File: config.mk
export PLATFORM = sky130hd
export DESIGN_NAME = one_wire_bus_master_flat
export DESIGN_NICKNAME = d
export VERILOG_FILES = /design/src/rtl/owb_pkg.sv /design/src/rtl/owb_in_if.sv /design/src/rtl/owb_out_if.sv /design/src/rtl/owb_cfg.sv /design/src/rtl/owb_seq.sv /design/src/rtl/one_wire_bus_master.sv /design/src/flat_wrapper.sv
export SDC_FILE = /design/constraint.sdc
export NUM_CORES = 1
export LEC_CHECK = 0
export ABC_AREA = 1
export BUFFER_PORTS_ARGS = -buffer_cell sky130_fd_sc_hd__buf_2
export CORE_AREA = 2 2 95 97
export CTS_BUF_LIST = sky130_fd_sc_hd__clkbuf_8
export DETAILED_ROUTE_END_ITERATION = 12
export DIE_AREA = 0 0 97 99
export PLACE_DENSITY = 0.79
export SLEW_MARGIN = 10
export SYNTH_ARGS = -nofsm -noshare
export SYNTH_HDL_FRONTEND = slang
export SYNTH_SLANG_ARGS = --single-unit
File: constraint.sdc
create_clock -name clk -period 4.7 [get_ports clk]
set_input_delay 0.235 -clock clk [delete_from_list [all_inputs] [get_ports clk]]
set_output_delay 0.235 -clock clk [all_outputs]
set_load 0.01 [all_outputs]
File: src/rtl/owb_pkg.sv
`timescale 1ns / 1ps
// Shared types and constants for the 1-wire bus master.
// No dependencies; every other file of the block imports this package.
package owb_pkg;

  // Field widths of the tick request and the result.
  localparam int CMD_W      = 2;
  localparam int DATA_W     = 8;
  localparam int LONG_W     = 10;
  localparam int SHORT_W    = 7;
  localparam int CFG_IDX_W  = 3;
  localparam int CFG_DATA_W = LONG_W;

  // Commands carried by a tick request.
  typedef enum logic [CMD_W-1:0] {
    CMD_NONE  = 2'd0,
    CMD_RESET = 2'd1,
    CMD_BYTE  = 2'd2,
    CMD_BIT   = 2'd3
  } cmd_t;

  // Sequencer phases.
  typedef enum logic [2:0] {
    PH_IDLE        = 3'd0,
    PH_RST_LOW     = 3'd1,
    PH_RST_WAIT    = 3'd2,
    PH_RST_RECOV   = 3'd3,
    PH_SLOT_LOW    = 3'd4,
    PH_SLOT_SAMPLE = 3'd5,
    PH_SLOT_HOLD   = 3'd6,
    PH_SLOT_RECOV  = 3'd7
  } phase_t;

  // Configuration register indexes.
  typedef enum logic [CFG_IDX_W-1:0] {
    REG_RESET_LOW     = 3'd0,
    REG_PRESENCE_SMP  = 3'd1,
    REG_RESET_RECOV   = 3'd2,
    REG_SLOT_LOW      = 3'd3,
    REG_SLOT_SAMPLE   = 3'd4,
    REG_SLOT_HOLD     = 3'd5,
    REG_SLOT_RECOV    = 3'd6
  } cfg_idx_t;

  // Reset values of the timing registers.
  localparam logic [LONG_W-1:0]  RST_RESET_LOW    = 10'd480;
  localparam logic [LONG_W-1:0]  RST_PRESENCE_SMP = 10'd70;
  localparam logic [LONG_W-1:0]  RST_RESET_RECOV  = 10'd410;
  localparam logic [SHORT_W-1:0] RST_SLOT_LOW     = 7'd1;
  localparam logic [SHORT_W-1:0] RST_SLOT_SAMPLE  = 7'd13;
  localparam logic [SHORT_W-1:0] RST_SLOT_HOLD    = 7'd45;
  localparam logic [SHORT_W-1:0] RST_SLOT_RECOV   = 7'd10;

  // Timing settings handed from the register file to the sequencer.
  typedef struct packed {
    logic [LONG_W-1:0]  reset_low_ticks;
    logic [LONG_W-1:0]  presence_sample_ticks;
    logic [LONG_W-1:0]  reset_recovery_ticks;
    logic [SHORT_W-1:0] slot_low_ticks;
    logic [SHORT_W-1:0] slot_sample_ticks;
    logic [SHORT_W-1:0] slot_hold_ticks;
    logic [SHORT_W-1:0] slot_recovery_ticks;
  } cfg_t;

  // One result of the sequencer.
  typedef struct packed {
    logic              drive_low;
    logic              busy_res;
    logic              done_res;
    logic [DATA_W-1:0] rx_data;
    logic              presence;
  } res_t;

endpackage

File: src/rtl/owb_in_if.sv
`timescale 1ns / 1ps
// Tick request channel: valid/ready handshake with command, data and line level.
// Depends on owb_pkg for the field widths.
interface owb_in_if import owb_pkg::*; ();
  logic              valid;
  logic              ready;
  logic [CMD_W-1:0]  command;
  logic [DATA_W-1:0] tx_data;
  logic              line_level;

  modport source (output valid, command, tx_data, line_level, input ready);
  modport sink   (input valid, command, tx_data, line_level, output ready);
endinterface

File: src/rtl/owb_out_if.sv
`timescale 1ns / 1ps
// Result channel: valid/ready handshake with line drive, status and received data.
// Depends on owb_pkg for the field widths.
interface owb_out_if import owb_pkg::*; ();
  logic              valid;
  logic              ready;
  logic              drive_low;
  logic              busy_res;
  logic              done_res;
  logic [DATA_W-1:0] rx_data;
  logic              presence;

  modport source (output valid, drive_low, busy_res, done_res, rx_data, presence,
                  input ready);
  modport sink   (input valid, drive_low, busy_res, done_res, rx_data, presence,
                  output ready);
endinterface

File: src/rtl/owb_cfg.sv
`timescale 1ns / 1ps
// Timing register file of the 1-wire bus master, written through a plain write port.
// Depends on owb_pkg for register indexes, reset values and the cfg_t bundle.
module owb_cfg import owb_pkg::*; (
  input  logic                  clk,
  input  logic                  rst,
  input  logic                  wr_en,
  input  logic [CFG_IDX_W-1:0]  wr_index,
  input  logic [CFG_DATA_W-1:0] wr_data,
  output cfg_t                  cfg
);

  cfg_t regs;

  // Register writes; an index beyond the list is ignored.
  always_ff @(posedge clk) begin
    if (rst) begin
      regs.reset_low_ticks       <= RST_RESET_LOW;
      regs.presence_sample_ticks <= RST_PRESENCE_SMP;
      regs.reset_recovery_ticks  <= RST_RESET_RECOV;
      regs.slot_low_ticks        <= RST_SLOT_LOW;
      regs.slot_sample_ticks     <= RST_SLOT_SAMPLE;
      regs.slot_hold_ticks       <= RST_SLOT_HOLD;
      regs.slot_recovery_ticks   <= RST_SLOT_RECOV;
    end else if (wr_en) begin
      unique case (cfg_idx_t'(wr_index))
        REG_RESET_LOW:    regs.reset_low_ticks       <= wr_data[LONG_W-1:0];
        REG_PRESENCE_SMP: regs.presence_sample_ticks <= wr_data[LONG_W-1:0];
        REG_RESET_RECOV:  regs.reset_recovery_ticks  <= wr_data[LONG_W-1:0];
        REG_SLOT_LOW:     regs.slot_low_ticks        <= wr_data[SHORT_W-1:0];
        REG_SLOT_SAMPLE:  regs.slot_sample_ticks     <= wr_data[SHORT_W-1:0];
        REG_SLOT_HOLD:    regs.slot_hold_ticks       <= wr_data[SHORT_W-1:0];
        REG_SLOT_RECOV:   regs.slot_recovery_ticks   <= wr_data[SHORT_W-1:0];
        default: ;
      endcase
    end
  end

  assign cfg = regs;

endmodule

File: src/rtl/owb_seq.sv
`timescale 1ns / 1ps
// Phase sequencer of the 1-wire bus master: one tick of bus timing per step.
// Depends on owb_pkg for phases, commands, cfg_t and res_t.
module owb_seq import owb_pkg::*; #(
  parameter int BITS_PER_BYTE = 8,
  parameter int TIMER_WIDTH   = 10
) (
  input  logic              clk,
  input  logic              rst,
  input  logic              step,
  input  logic [CMD_W-1:0]  command,
  input  logic [DATA_W-1:0] tx_data,
  input  logic              line_level,
  input  cfg_t              cfg,
  output res_t              res
);

  localparam int BIDX_W = (BITS_PER_BYTE > 1) ? $clog2(BITS_PER_BYTE) : 1;
  localparam int DUR_W  = ((TIMER_WIDTH > LONG_W) ? TIMER_WIDTH : LONG_W) + 1;
  localparam logic [DUR_W-1:0]  MAX_DUR   = DUR_W'({TIMER_WIDTH{1'b1}});
  localparam logic [BIDX_W:0]   BIT_COUNT = (BIDX_W + 1)'(BITS_PER_BYTE);

  // Sequencer state.
  phase_t                   phase, phase_next;
  cmd_t                     operation, operation_next;
  logic [TIMER_WIDTH-1:0]   tick_counter, tick_counter_next;
  logic [BIDX_W-1:0]        bit_index, bit_index_next;
  logic [DATA_W-1:0]        shift_data, shift_data_next;
  logic                     presence_flag, presence_flag_next;
  logic                     slot_low_hold, slot_low_hold_next;

  // Timer helpers.
  phase_t                   ph_run;
  logic [LONG_W-1:0]        dur_sel;
  logic [DUR_W-1:0]         dur_eff;
  logic [DUR_W-1:0]         cnt_inc;
  logic [TIMER_WIDTH-1:0]   cnt_run;
  logic                     expire;
  logic                     drive;
  logic                     done;

  always_ff @(posedge clk) begin
    if (rst) begin
      phase         <= PH_IDLE;
      operation     <= CMD_NONE;
      tick_counter  <= '0;
      bit_index     <= '0;
      shift_data    <= '0;
      presence_flag <= 1'b0;
      slot_low_hold <= 1'b0;
    end else if (step) begin
      phase         <= phase_next;
      operation     <= operation_next;
      tick_counter  <= tick_counter_next;
      bit_index     <= bit_index_next;
      shift_data    <= shift_data_next;
      presence_flag <= presence_flag_next;
      slot_low_hold <= slot_low_hold_next;
    end
  end

  // Duration of the phase this tick runs in; zero acts as one, clipped to the timer.
  always_comb begin
    unique case (ph_run)
      PH_RST_LOW:     dur_sel = cfg.reset_low_ticks;
      PH_RST_WAIT:    dur_sel = cfg.presence_sample_ticks;
      PH_RST_RECOV:   dur_sel = cfg.reset_recovery_ticks;
      PH_SLOT_LOW:    dur_sel = LONG_W'(cfg.slot_low_ticks);
      PH_SLOT_SAMPLE: dur_sel = LONG_W'(cfg.slot_sample_ticks);
      PH_SLOT_HOLD:   dur_sel = LONG_W'(cfg.slot_hold_ticks);
      PH_SLOT_RECOV:  dur_sel = LONG_W'(cfg.slot_recovery_ticks);
      default:        dur_sel = '0;
    endcase
    dur_eff = DUR_W'(dur_sel);
    if (dur_eff == '0) dur_eff = DUR_W'(1);
    if (dur_eff > MAX_DUR) dur_eff = MAX_DUR;
    cnt_inc = DUR_W'(cnt_run) + DUR_W'(1);
    expire  = (cnt_inc >= dur_eff);
  end

  // Command take, then one tick of the running phase.
  always_comb begin
    phase_next         = phase;
    operation_next     = operation;
    cnt_run            = tick_counter;
    bit_index_next     = bit_index;
    shift_data_next    = shift_data;
    presence_flag_next = presence_flag;
    slot_low_hold_next = slot_low_hold;
    drive              = 1'b0;
    done               = 1'b0;

    // A command starts only from idle.
    if (phase == PH_IDLE && cmd_t'(command) != CMD_NONE) begin
      operation_next = cmd_t'(command);
      cnt_run        = '0;
      bit_index_next = '0;
      if (cmd_t'(command) == CMD_RESET) begin
        phase_next = PH_RST_LOW;
      end else begin
        shift_data_next = (cmd_t'(command) == CMD_BYTE) ? tx_data
                                                        : {{(DATA_W-1){1'b0}}, tx_data[0]};
        phase_next = PH_SLOT_LOW;
      end
    end
    ph_run = phase_next;

    tick_counter_next = (ph_run == PH_IDLE) ? cnt_run
                      : (expire ? '0 : cnt_inc[TIMER_WIDTH-1:0]);

    unique case (ph_run)
      PH_IDLE: ;
      PH_RST_LOW: begin
        drive = 1'b1;
        if (expire) phase_next = PH_RST_WAIT;
      end
      PH_RST_WAIT: begin
        if (expire) begin
          presence_flag_next = ~line_level;
          phase_next         = PH_RST_RECOV;
        end
      end
      PH_RST_RECOV: begin
        if (expire) begin
          phase_next = PH_IDLE;
          done       = 1'b1;
        end
      end
      PH_SLOT_LOW: begin
        drive = 1'b1;
        if (expire) begin
          slot_low_hold_next = ~shift_data_next[0];
          phase_next         = PH_SLOT_SAMPLE;
        end
      end
      PH_SLOT_SAMPLE: begin
        drive = slot_low_hold;
        if (expire) begin
          if (operation_next == CMD_BIT) begin
            shift_data_next = {{(DATA_W-1){1'b0}}, line_level};
          end else begin
            shift_data_next = {line_level, shift_data_next[DATA_W-1:1]};
          end
          phase_next = PH_SLOT_HOLD;
        end
      end
      PH_SLOT_HOLD: begin
        drive = slot_low_hold;
        if (expire) phase_next = PH_SLOT_RECOV;
      end
      PH_SLOT_RECOV: begin
        if (expire) begin
          // The last slot of a byte, or the only slot of a bit, ends the command.
          if (operation_next != CMD_BYTE ||
              ({1'b0, bit_index_next} + (BIDX_W + 1)'(1)) >= BIT_COUNT) begin
            phase_next = PH_IDLE;
            done       = 1'b1;
          end else begin
            bit_index_next = bit_index_next + BIDX_W'(1);
            phase_next     = PH_SLOT_LOW;
          end
        end
      end
      default: ;
    endcase

    res.drive_low = drive;
    res.busy_res  = (phase_next != PH_IDLE);
    res.done_res  = done;
    res.rx_data   = shift_data_next;
    res.presence  = presence_flag_next;
  end

  // An idle sequencer always has its tick counter cleared.
  a_idle_counter_clear: assert property (@(posedge clk) disable iff (rst)
    (phase == PH_IDLE) |-> (tick_counter == '0))
    else $error("tick counter not cleared while idle");

endmodule

File: src/rtl/one_wire_bus_master.sv
`timescale 1ns / 1ps
// 1-wire bus master top level: register file, phase sequencer and result register.
// Depends on owb_pkg, owb_in_if, owb_out_if, owb_cfg and owb_seq.
//
// Usage: each request on the ticks channel is one microsecond of bus time. It carries
// the sampled line level and may carry a command (reset/presence, byte or single bit),
// which is taken only while the master is idle. Every request produces exactly one
// result on the results channel: the line drive for that tick, busy, a done pulse,
// the shift register and the presence flag of the last reset.
// Latency: a result is valid in the cycle after its request is accepted.
// Throughput: one request per cycle while results are taken; the sequencer steps
// once per request and the result register decouples the two channels.
// Stall: while a result waits on results.ready, ticks.ready stays high only if the
// result is taken in the same cycle; otherwise no request is accepted and the
// sequencer holds.
// Reset: synchronous; the sequencer returns to idle, presence and the shift register
// clear, and timing registers take their defaults. The user, not the block, must
// write timing registers via wr_en/wr_index/wr_data only while the master is idle.
module one_wire_bus_master import owb_pkg::*; #(
  parameter int BITS_PER_BYTE = 8,
  parameter int TIMER_WIDTH   = 10
) (
  input  logic                  clk,
  input  logic                  rst,
  owb_in_if.sink                ticks,
  owb_out_if.source             results,
  input  logic                  wr_en,
  input  logic [CFG_IDX_W-1:0]  wr_index,
  input  logic [CFG_DATA_W-1:0] wr_data
);

  cfg_t cfg;
  res_t res;
  res_t out_data;
  logic out_valid;
  logic accept;

  owb_cfg u_cfg (
    .clk      (clk),
    .rst      (rst),
    .wr_en    (wr_en),
    .wr_index (wr_index),
    .wr_data  (wr_data),
    .cfg      (cfg)
  );

  owb_seq #(
    .BITS_PER_BYTE (BITS_PER_BYTE),
    .TIMER_WIDTH   (TIMER_WIDTH)
  ) u_seq (
    .clk        (clk),
    .rst        (rst),
    .step       (accept),
    .command    (ticks.command),
    .tx_data    (ticks.tx_data),
    .line_level (ticks.line_level),
    .cfg        (cfg),
    .res        (res)
  );

  // Request handshake: take a request when the result register is free or draining.
  assign ticks.ready = !out_valid || results.ready;
  assign accept      = ticks.valid && ticks.ready;

  // Result register.
  always_ff @(posedge clk) begin
    if (rst) begin
      out_valid <= 1'b0;
    end else if (accept) begin
      out_valid <= 1'b1;
    end else if (results.ready) begin
      out_valid <= 1'b0;
    end
  end

  always_ff @(posedge clk) begin
    if (accept) begin
      out_data <= res;
    end
  end

  assign results.valid     = out_valid;
  assign results.drive_low = out_data.drive_low;
  assign results.busy_res  = out_data.busy_res;
  assign results.done_res  = out_data.done_res;
  assign results.rx_data   = out_data.rx_data;
  assign results.presence  = out_data.presence;

  // Every accepted request yields a result in the next cycle.
  a_result_follows: assert property (@(posedge clk) disable iff (rst)
    accept |=> out_valid)
    else $error("accepted request produced no result");

  // A completing operation is no longer busy.
  a_done_not_busy: assert property (@(posedge clk) disable iff (rst)
    (out_valid && out_data.done_res) |-> !out_data.busy_res)
    else $error("done reported while still busy");

  // The bus is never pulled low while the master is idle.
  a_idle_released: assert property (@(posedge clk) disable iff (rst)
    (out_valid && !out_data.busy_res) |-> !out_data.drive_low)
    else $error("line driven low while idle");

  // A held result is not overwritten while the receiver stalls.
  a_stall_holds: assert property (@(posedge clk) disable iff (rst)
    (out_valid && !results.ready) |=> (out_valid && $stable(out_data)))
    else $error("stalled result changed");

endmodule
File: src/flat_wrapper.sv
// flat-port wrapper written by rule: the top's interface ports become plain ports
module one_wire_bus_master_flat import owb_pkg::*;
#(
  parameter int BITS_PER_BYTE = 8,
  parameter int TIMER_WIDTH   = 10
)
  (clk, rst, wr_en, wr_index, wr_data, ticks_valid, ticks_command, ticks_tx_data, ticks_line_level, ticks_ready, results_valid, results_drive_low, results_busy_res, results_done_res, results_rx_data, results_presence, results_ready);
  owb_in_if ticks_i ();
  owb_out_if results_i ();
  input  logic clk;
  input  logic rst;
  input  logic wr_en;
  input  logic [CFG_IDX_W-1:0] wr_index;
  input  logic [CFG_DATA_W-1:0] wr_data;
  input wire logic [$bits(ticks_i.valid)-1:0] ticks_valid;
  input wire logic [$bits(ticks_i.command)-1:0] ticks_command;
  input wire logic [$bits(ticks_i.tx_data)-1:0] ticks_tx_data;
  input wire logic [$bits(ticks_i.line_level)-1:0] ticks_line_level;
  output wire logic [$bits(ticks_i.ready)-1:0] ticks_ready;
  output wire logic [$bits(results_i.valid)-1:0] results_valid;
  output wire logic [$bits(results_i.drive_low)-1:0] results_drive_low;
  output wire logic [$bits(results_i.busy_res)-1:0] results_busy_res;
  output wire logic [$bits(results_i.done_res)-1:0] results_done_res;
  output wire logic [$bits(results_i.rx_data)-1:0] results_rx_data;
  output wire logic [$bits(results_i.presence)-1:0] results_presence;
  input wire logic [$bits(results_i.ready)-1:0] results_ready;
  assign ticks_i.valid = ticks_valid;
  assign ticks_i.command = ticks_command;
  assign ticks_i.tx_data = ticks_tx_data;
  assign ticks_i.line_level = ticks_line_level;
  assign ticks_ready = ticks_i.ready;
  assign results_valid = results_i.valid;
  assign results_drive_low = results_i.drive_low;
  assign results_busy_res = results_i.busy_res;
  assign results_done_res = results_i.done_res;
  assign results_rx_data = results_i.rx_data;
  assign results_presence = results_i.presence;
  assign results_i.ready = results_ready;
  one_wire_bus_master #(.BITS_PER_BYTE(BITS_PER_BYTE), .TIMER_WIDTH(TIMER_WIDTH)) u_core (.clk(clk), .rst(rst), .ticks(ticks_i), .results(results_i), .wr_en(wr_en), .wr_index(wr_index), .wr_data(wr_data));
endmodule
### Yosys cells after proc, flatten, opt, wreduce, memory -nomap -nowiden

Cells that the tools add are included.
Widths: inputs -> output; s select.

| word-level totals | value |
|---|---|
| output and inout port bits | 14 |
| bits in registers | 99 |
| logic and storage cells | 104 |

| cells by class | value |
|---|---|
| equal/unequal tests | 17 |
| reductions and logical operators | 22 |
| bitwise operators | 2 |
| add/sub/neg operators | 3 |
| $lt $le $gt $ge | 3 |
| mux-type cells | 37 |

Operator list:

| cell | count |
|---|---|
| $pmux 10 s7 | 1 |
| $mux 8 | 6 |
| $mux 3 | 14 |
| $mux 10 | 4 |
| $eq 3x3->1 const B | 7 |
| $pmux 3 s7 | 1 |
| $reduce_and 2->1 | 7 |
| $eq 3x2->1 const B | 4 |
| $add 10x1->11 const B | 1 |
| $ge 11x11->1 | 1 |
| $gt 11x10->1 const B | 1 |
| $mux 11 | 1 |
| $logic_not 10->1 | 1 |
| $logic_not 3->1 | 3 |
| $mux 1 | 7 |
| $eq 3x1->1 const B | 2 |
| $add 3x1->4 const B | 1 |
| $eq 2x2->1 const B | 2 |
| $ge 4x4->1 const B | 1 |
| $pmux 1 s2 | 2 |
| $reduce_bool 2->1 | 2 |
| $reduce_or 2->1 | 2 |
| $add 3x1->3 const B | 1 |
| $reduce_and 3->1 | 1 |
| 8 further kinds | 11 |

### Longest topological paths before layout

Gate-level depths: netlist (run 1).

| logic depth | value |
|---|---|
| depth after elaboration | 13 |
| mapped depth | 34 |
| depth with buffers taken out | 33 |

### By module

A second synthesis (run 1) with hierarchy kept.

| second synthesis, totals | value |
|---|---|
| cell total of the unflattened synthesis | 747 |
| area total of the unflattened synthesis | 5167.5 um^2 |

Modules (own cells, without submodules):

| module | cells each | area each (um^2) | times used |
|---|---|---|---|
| owb_seq | 409 | 2507.4 | 1 |
| owb_cfg | 320 | 2252.2 | 1 |
| one_wire_bus_master | 18 | 407.9 | 1 |

### Worst setup path before layout (run 1)

Ideal clock, no wire load.

| timing | value |
|---|---|
| kind | reg2reg |
| start | register u_core.u_seq.phase[1] |
| end | register u_core.out_data, in the netlist u_core.results.busy_res, data pin |
| arrival | 3.352 ns |
| stages on the path, launching flop included | 29 |
| period minus slack after synthesis | 3.615 ns |
| setup slack | 1.085 ns |
| data required time | 4.437 ns |
| path buffers | 4 |
| setup time | 0.263 ns |
| cells stage by stage | dfxtp_1 buf_2 inv_4 nand4_4 buf_6 clkbuf_1 nand2_1 inv_1 ha_1 inv_1 nor3_4 nand3_1 xor2_1 ha_1 nand2_1 inv_1 a21oi_1 nand2_1 nand2_1 nand3_1 nand2_1 nand2_1 nand2_1 nand2_8 buf_6 nand2_1 o21ai_1 nor2_1 nand3_1 |

RTL lines:

| item | RTL line | source |
|---|---|---|
| from (decl) | owb_seq.sv:24 | `phase_t phase, phase_next;` |
| from (signal assigned) | owb_seq.sv:52 | `phase <= phase_next;` |
| to (signal assigned) | one_wire_bus_master.sv:78 | `out_data <= res;` |
| to (decl) | one_wire_bus_master.sv:34 | `res_t out_data;` |

==> impl_metrics.py, run 1 <==
metrics = {
    "run_status": {
        "status": "complete, no violations",
    },
    "finish": {
        "regArea_mm2": 0.00210,
        "layout.cells.non_filler": 850,
        "diodes": 0,
        "postLayoutCellArea_mm2": 0.00554,
        "drive_above_1_share_pct": 13.6,
        "final.fill_count": 754,
        "syn2layout_area_growth_pct": 9.60,
        "final_common_cell": "nand2_1",
        "multiInputGateArea_mm2": 0.00250,
        "nets": 778,
        "layout_common_cells": "nand2_1, dfxtp_1, nor2_1, inv_1, nand3_1",
        "utilization_pct": 64.8,
    },
    "detailed_routing": {
        "drt_first_iter_violations": 282,
        "drc": 0,
        "drt-pass1-iter-count": 7,
        "detail_route.wl_per_cell_um": 14.8,
        "vias": 4767,
        "routed_wl_mm": 12.5,
        "ant_nets": 0,
        "viasPerCell": 5.61,
    },
    "floorplanning": {
        "rows": 34,
        "dieArea_mm2": 0.00960,
        "initial_utilization_pct": 59.2,
        "core_area_mm2": 0.00855,
        "die-width_um": 97,
        "design.portCount": 43,
        "die_h_um": 99,
    },
    "timing": {
        "finalSetupViolCount": 0,
        "tightest_slew_ps": 915,
        "finalSetupTns_ps": 0,
        "min_period_ps": 3860,
        "holdWs_ps": 109,
        "hold_viol": 0,
        "period_share_pct": 82.1,
        "finClkSkew_ps": 14.9,
        "timing.fmax_mhz": 259,
        "maxSlewViolCount": 0,
        "rsz0062_at_grt": "false",
        "max-slew-margin-rel_pct": 38.8,
    },
    "placed_design": {
        "gp_congestion": 0.901,
        "post-place-cells": 834,
        "dpl.hpwl_mm": 8.83,
        "placed_cell_area_mm2": 0.00531,
        "portBuffers": 42,
    },
    "critical_path": {
        "worstSetupStartpointType": "register",
        "crit_path_cell_trace": "inv_4 -> nand4_4 -> nand2_1 -> inv_1 -> ha_1 -> inv_1 -> nor3_4 -> nand3_1 -> xor2_1 -> ha_1 -> nand2_1 -> inv_1 -> a21oi_1 -> nand2_1 -> nand2_1 -> nand3_1 -> nand2_1 -> nand2_1 -> nand2_1 -> nand2_8 -> nand2_4 -> nand2_1 -> nor2_1 -> nand3_1",
        "cp_slowest_cell": "dfxtp_1",
        "required_ps": 4830,
        "cp_slowest_stage_delay_ps": 540,
        "reg2reg_slack_ps": 840,
        "cpMostUsedCell": "nand2_1",
        "r2r-start": "u_core.u_seq.phase[1]",
        "crit_fanout": 22,
        "end_kind": "register",
        "crit_type": "reg2reg",
        "timing.rr.end": "u_core.results.busy_res",
        "crit_buf_inv": 4,
        "crit_family": "simple AND/OR/NAND/NOR gates",
        "arrival_ps": 3990,
        "reg2reg_depth": 24,
    },
    "synth": {
        "syn_nets": 746,
        "synthDistinctLibCells": 37,
        "synthTopCellsByArea": "dfxtp_1, nand2_1, edfxtp_1, nand3_1, o21ai_0",
        "syn_inst": 705,
        "yosysWarnings": 0,
        "synth_top_area_share_pct": 34.4,
        "synth.avg_cell_area_um2": 7.18,
        "synth_seq_area_share_pct": 41.6,
        "syn_area_mm2": 0.00506,
        "synth_top_cell_by_area": "dfxtp_1",
        "synth_seq_cells": 99,
    },
    "clock_network": {
        "worstSkewPairLatency_ps": 370,
        "cts.sinks": 99,
        "cts.path.max_buffers": 2,
        "cts_setup_buffers": 0,
        "holdBufCountCts": 0,
        "htreeDepth": 3,
        "cts-root-buf": "clkbuf_8",
        "cts_made_buffers": 9,
        "cts_tree": "done",
        "path_clk_slew_ps": 110,
        "ctsResizeCount": 0,
    },
    "grt": {
        "grt.overflow.total": 0,
        "grt_pass1_vias": 4476,
        "grt_max_degree": 76,
        "grt_pass1_wl_mm": 20.9,
        "grt_usage_pct": 26.2,
        "antenna_found_initial": 0,
    },
    "hold_path": {
        "hold_class": "in2reg",
        "hold_depth": 3,
        "hp-start": "wr_data[8]",
        "min_to": "u_core.u_cfg.cfg[46]",
    },
    "power": {
        "powerDensity_mw_per_mm2": 375,
        "ir_drop_v": 0.000249,
        "leakage_nw": 2.62,
    },
    "flow_run": {
        "max-cap-violations": 0,
    },
}
area by class of cell:
| cell class | instances | share of cell area (%) |
|---|---|---|
| multi-input cells | 492 | 45.1 |
| flip-flops and latches | 99 | 37.9 |
| inverters | 90 | 6.18 |
| repair buffers | 45 | 4.20 |
| well taps | 108 | 2.44 |
| clock buffers | 9 | 2.23 |
| clock inverters | 7 | 1.94 |
stage by stage:
step	setup slack, ps	power (mW)
after floorplan	1080	1.35
after global placement	1000	1.44
after detailed placement	879	1.46
after CTS	872	2.08
after global routing	541	2.19
final	843	2.08
how the worst max path moves through the flow:
stage / from / endpoint / slack (ps) / cells past startpoint
final: u_core.u_seq.phase[1] / u_core.results.busy_res / 840 / 24
after global routing: u_core.u_seq.phase[1] / u_core.results.busy_res / 540 / 24
after CTS: u_core.u_seq.phase[1] / u_core.results.busy_res / 870 / 24
after detailed placement: u_core.u_seq.phase[1] / u_core.results.busy_res / 880 / 24
after global placement: u_core.u_seq.phase[1] / u_core.results.busy_res / 1000 / 24
after floorplan: u_core.u_seq.phase[1] / u_core.results.busy_res / 1080 / 28
flip-flops by register name, indices dropped and copies added, names as in the netlist, 2 cells and up:
signal                     cells
u_core.results.rx_data         8
u_core.u_seq.tick_counter     10
u_core.u_cfg.cfg              58
u_core.u_seq.shift_data        8
u_core.u_seq.operation         2
u_core.u_seq.phase             3
u_core.u_seq.bit_index         3
synthesized netlist by cell type:
cell      count
nor2_1       83
buf_1         1
ha_1         12
inv_2        10
nor3_4        1
nand2_8       1
a22o_1        3
o21ai_0      63
nand2_2       6
a211oi_2      4
nor3_1        1
inv_4         2
buf_2         1
nor2_2        2
nand2_1     153
nand3_2       4
o21ai_1       9
o21ai_4       1
a22oi_1      14
nor2_4        2
o21ai_2       2
nand4_1       4
xor2_1        6
a21oi_2       1
dfxtp_1      87
buf_6         3
nor3_2        2
edfxtp_1     12
nand4_4       1
o211ai_1      3
clkinv_1      5
nand2_4       1
nand3_1      65
inv_1        73
a31oi_1       6
clkbuf_1     19
a21oi_1      42
tightest hold or removal path, cell delays in order:
cell,delay (ps)
buf_2,100
nor2_1,40
nor2_1,80
power breakdown:
part | internal [mW] | leakage (nW) | total (mW) | switching [mW]
combinational | 0.160 | 1.68 | 0.505 | 0.345
clock | 0.309 | 0.117 | 0.628 | 0.318
sequential | 0.914 | 0.831 | 0.944 | 0.0302
layer usage:
layer / part of all wire, % / vias to the layer above / global-route usage, %
met5: 0 / - / 0
met4: 2.0 / 0 / 8.34
met3: 6.1 / 20 / 4.96
met2: 50 / 178 / 45.6
met1: 42 / 2196 / 33.1
li1: - / 2373 / -
kinds of logic (layout without fill, tap and decap cells):
kind of cell / count (synthesis) / count (layout) / synth area share [%]
fa+ha+maj: 12 / 12 / 2.97
flops: 99 / 99 / 41.6
xor+xnor: 6 / 6 / 1.04
simple gates: 326 / 326 / 28.5
compound gates: 148 / 148 / 16.9
buf+inv: 114 / 151 / 9.03
(Power assumes the default switching activity.)
==> run 2, diff against run 1 <==
--- a/config.mk
+++ b/config.mk
@@ -7,11 +7,11 @@
 export LEC_CHECK = 0
 export ABC_AREA = 1
 export BUFFER_PORTS_ARGS = -buffer_cell sky130_fd_sc_hd__buf_2
-export CORE_AREA = 2 2 95 97
+export CORE_AREA = 2 2 99 101
 export CTS_BUF_LIST = sky130_fd_sc_hd__clkbuf_8
 export DETAILED_ROUTE_END_ITERATION = 12
-export DIE_AREA = 0 0 97 99
-export PLACE_DENSITY = 0.79
+export DIE_AREA = 0 0 101 103
+export PLACE_DENSITY = 0.76
 export SLEW_MARGIN = 10
 export SYNTH_ARGS = -nofsm -noshare
 export SYNTH_HDL_FRONTEND = slang
==> constraint.sdc (replaced) <==
create_clock -name clk -period 3.19 [get_ports clk]
set_input_delay 0.1595 -clock clk [delete_from_list [all_inputs] [get_ports clk]]
set_output_delay 0.1595 -clock clk [all_outputs]
set_load 0.01 [all_outputs]
==> impl_metrics.py, run 2 (same netlist as run 1, synthesis figures left out) <==
metrics = {
    "detailed_routing": {
        "viasPerCell": 5.61,
        "routed_wl_mm": 14.0,
        "vias": 5057,
        "drt-pass1-iter-count": 6,
        "drc": 0,
        "drt_first_iter_violations": 221,
        "ant_nets": 0,
        "detail_route.wl_per_cell_um": 15.5,
    },
    "timing": {
        "hold_viol": 0,
        "finClkSkew_ps": 19.4,
        "setup_ws_ps": -106,
        "finalSetupViolCount": 31,
        "rsz0062_at_grt": "true",
        "min_period_ps": 3300,
        "period_share_pct": 103,
        "max-slew-margin-rel_pct": 45.1,
        "maxSlewViolCount": 0,
        "timing.fmax_mhz": 303,
        "tightest_slew_ps": 819,
        "holdWs_ps": 5.95,
    },
    "placed_design": {
        "portBuffers": 42,
        "placed_cell_area_mm2": 0.00550,
        "pre_cts_ws_ps": -50.0,
        "dpl.hpwl_mm": 8.98,
        "post-place-cells": 861,
        "gp_congestion": 0.930,
    },
    "clock_network": {
        "path_clk_slew_ps": 120,
        "cts.path.max_buffers": 2,
        "worstSkewPairLatency_ps": 390,
        "holdBufCountCts": 0,
        "cts.sinks": 99,
        "cts_made_buffers": 9,
        "cts-root-buf": "clkbuf_8",
        "htreeDepth": 3,
        "cts_tree": "done",
    },
    "finish": {
        "postLayoutCellArea_mm2": 0.00617,
        "layout_common_cells": "nand2_1, dfxtp_1, nor2_1, inv_1, o21ai_0",
        "diodes": 0,
        "nets": 824,
        "final_common_cell": "nand2_1",
        "layout.cells.non_filler": 902,
        "largest_register_ffs": 58,
        "syn2layout_area_growth_pct": 21.9,
        "drive_above_1_share_pct": 25.0,
    },
    "critical_path": {
        "worstSetupStartpointType": "register",
        "cp_slowest_stage_delay_ps": 390,
        "crit_type": "reg2reg",
        "crit_fanout": 7,
        "cp_slowest_cell": "dfxtp_4",
        "cpMostUsedCell": "nand2_1",
        "arrival_ps": 3430,
        "end_kind": "register",
        "required_ps": 3320,
    },
    "grt": {
        "grt_pass1_wl_mm": 20.7,
        "antenna_found_initial": 0,
        "grt_pass1_vias": 4361,
        "grt_max_degree": 64,
        "grt.overflow.total": 0,
        "grt_usage_pct": 25.1,
    },
    "floorplanning": {
        "rows": 36,
        "die-width_um": 101,
        "dieArea_mm2": 0.0104,
        "initial_utilization_pct": 53.5,
        "design.portCount": 43,
        "core_area_mm2": 0.00946,
        "die_h_um": 103,
    },
    "power": {
        "ir_drop_v": 0.000245,
        "power.total_mw": 3.30,
        "powerDensity_mw_per_mm2": 535,
        "leakage_nw": 2.84,
    },
    "hold_path": {
        "hold_class": "in2reg",
    },
    "run_status": {
        "violations": "setup timing",
        "status": "finished, violations left",
    },
    "flow_run": {
        "max-cap-violations": 0,
    },
}
-- run 2: cell count changes in the layout (fill, tap and decap cells not counted), moves of 7 or more --
cell     before  now
buf_4         3   39
inv_1        73   65
nand2_1     153  146
buf_6         0    8
a21oi_1      42   33
a21oi_2       1   10
-- run 2: area by class of cell --
class,count,area (µm²)
inverter,90,363
fill,804,3290
multi-input combinational,494,2740
tap,114,143
clock inverter,6,81.3
sequential,99,2110
clock buffer,10,138
timing repair buffer,89,593
-- run 2: worst paths after layout --
check,from,endpoint,slack (ps),depth (start not counted)
worst max-delay path,u_core.u_seq.phase[1],u_core.results.busy_res,-110,27
worst min-delay path,wr_data[7],u_core.u_cfg.cfg[35],6,3
worst max register to register,u_core.u_seq.phase[1],u_core.results.busy_res,-110,27
worst min register to register,u_core.u_cfg.cfg[48],u_core.u_cfg.cfg[48],470,2
-- run 2: routing by layer --
layer  GRT usage, %  routed length [µm]  up-vias
li1               -                   -     2469
met1           31.3                5880     2369
met2           44.3                6970      186
met3           3.86                 788       33
met4           8.73                 357        0
met5              0                   0        -
-- run 2: report_power, final --
part           switching [mW]  internal [mW]  leakage [nW]  total [mW]
combinational           0.632          0.379          1.90        1.01
clock                   0.491          0.401         0.112       0.892
sequential             0.0492           1.35         0.833        1.40
total                    1.17           2.13          2.84        3.30
-- run 2: stage by stage --
step | TNS (ps) | utilization (%)
floorplan | -11.6 | -
global placement | -45.1 | 58.2
detailed placement | -281 | 58.2
CTS | 0 | 61.3
global route | -10810 | 65.2
finish | -1300 | 65.2
-- run 2: critical path, delay by kind of cell (launching register included) --
family | cells | cell delay (ps)
AOI/OAI and AO/OA | 2 | 380
adders and majority gates | 1 | 170
buffers and inverters | 4 | 560
DFF | 1 | 390
and+or+nand+nor | 20 | 1530
-- run 2: timing repair --
| action | CTS | global route |
|---|---|---|
| setup endpoints to repair | 19 | 37 |
| pin swaps | 4 | 28 |
| endpoints found under the hold margin | 0 | 0 |
| cloned | 1 | 1 |
| buffers inserted | 5 | 18 |
| gates resized for setup | 10 | 60 |
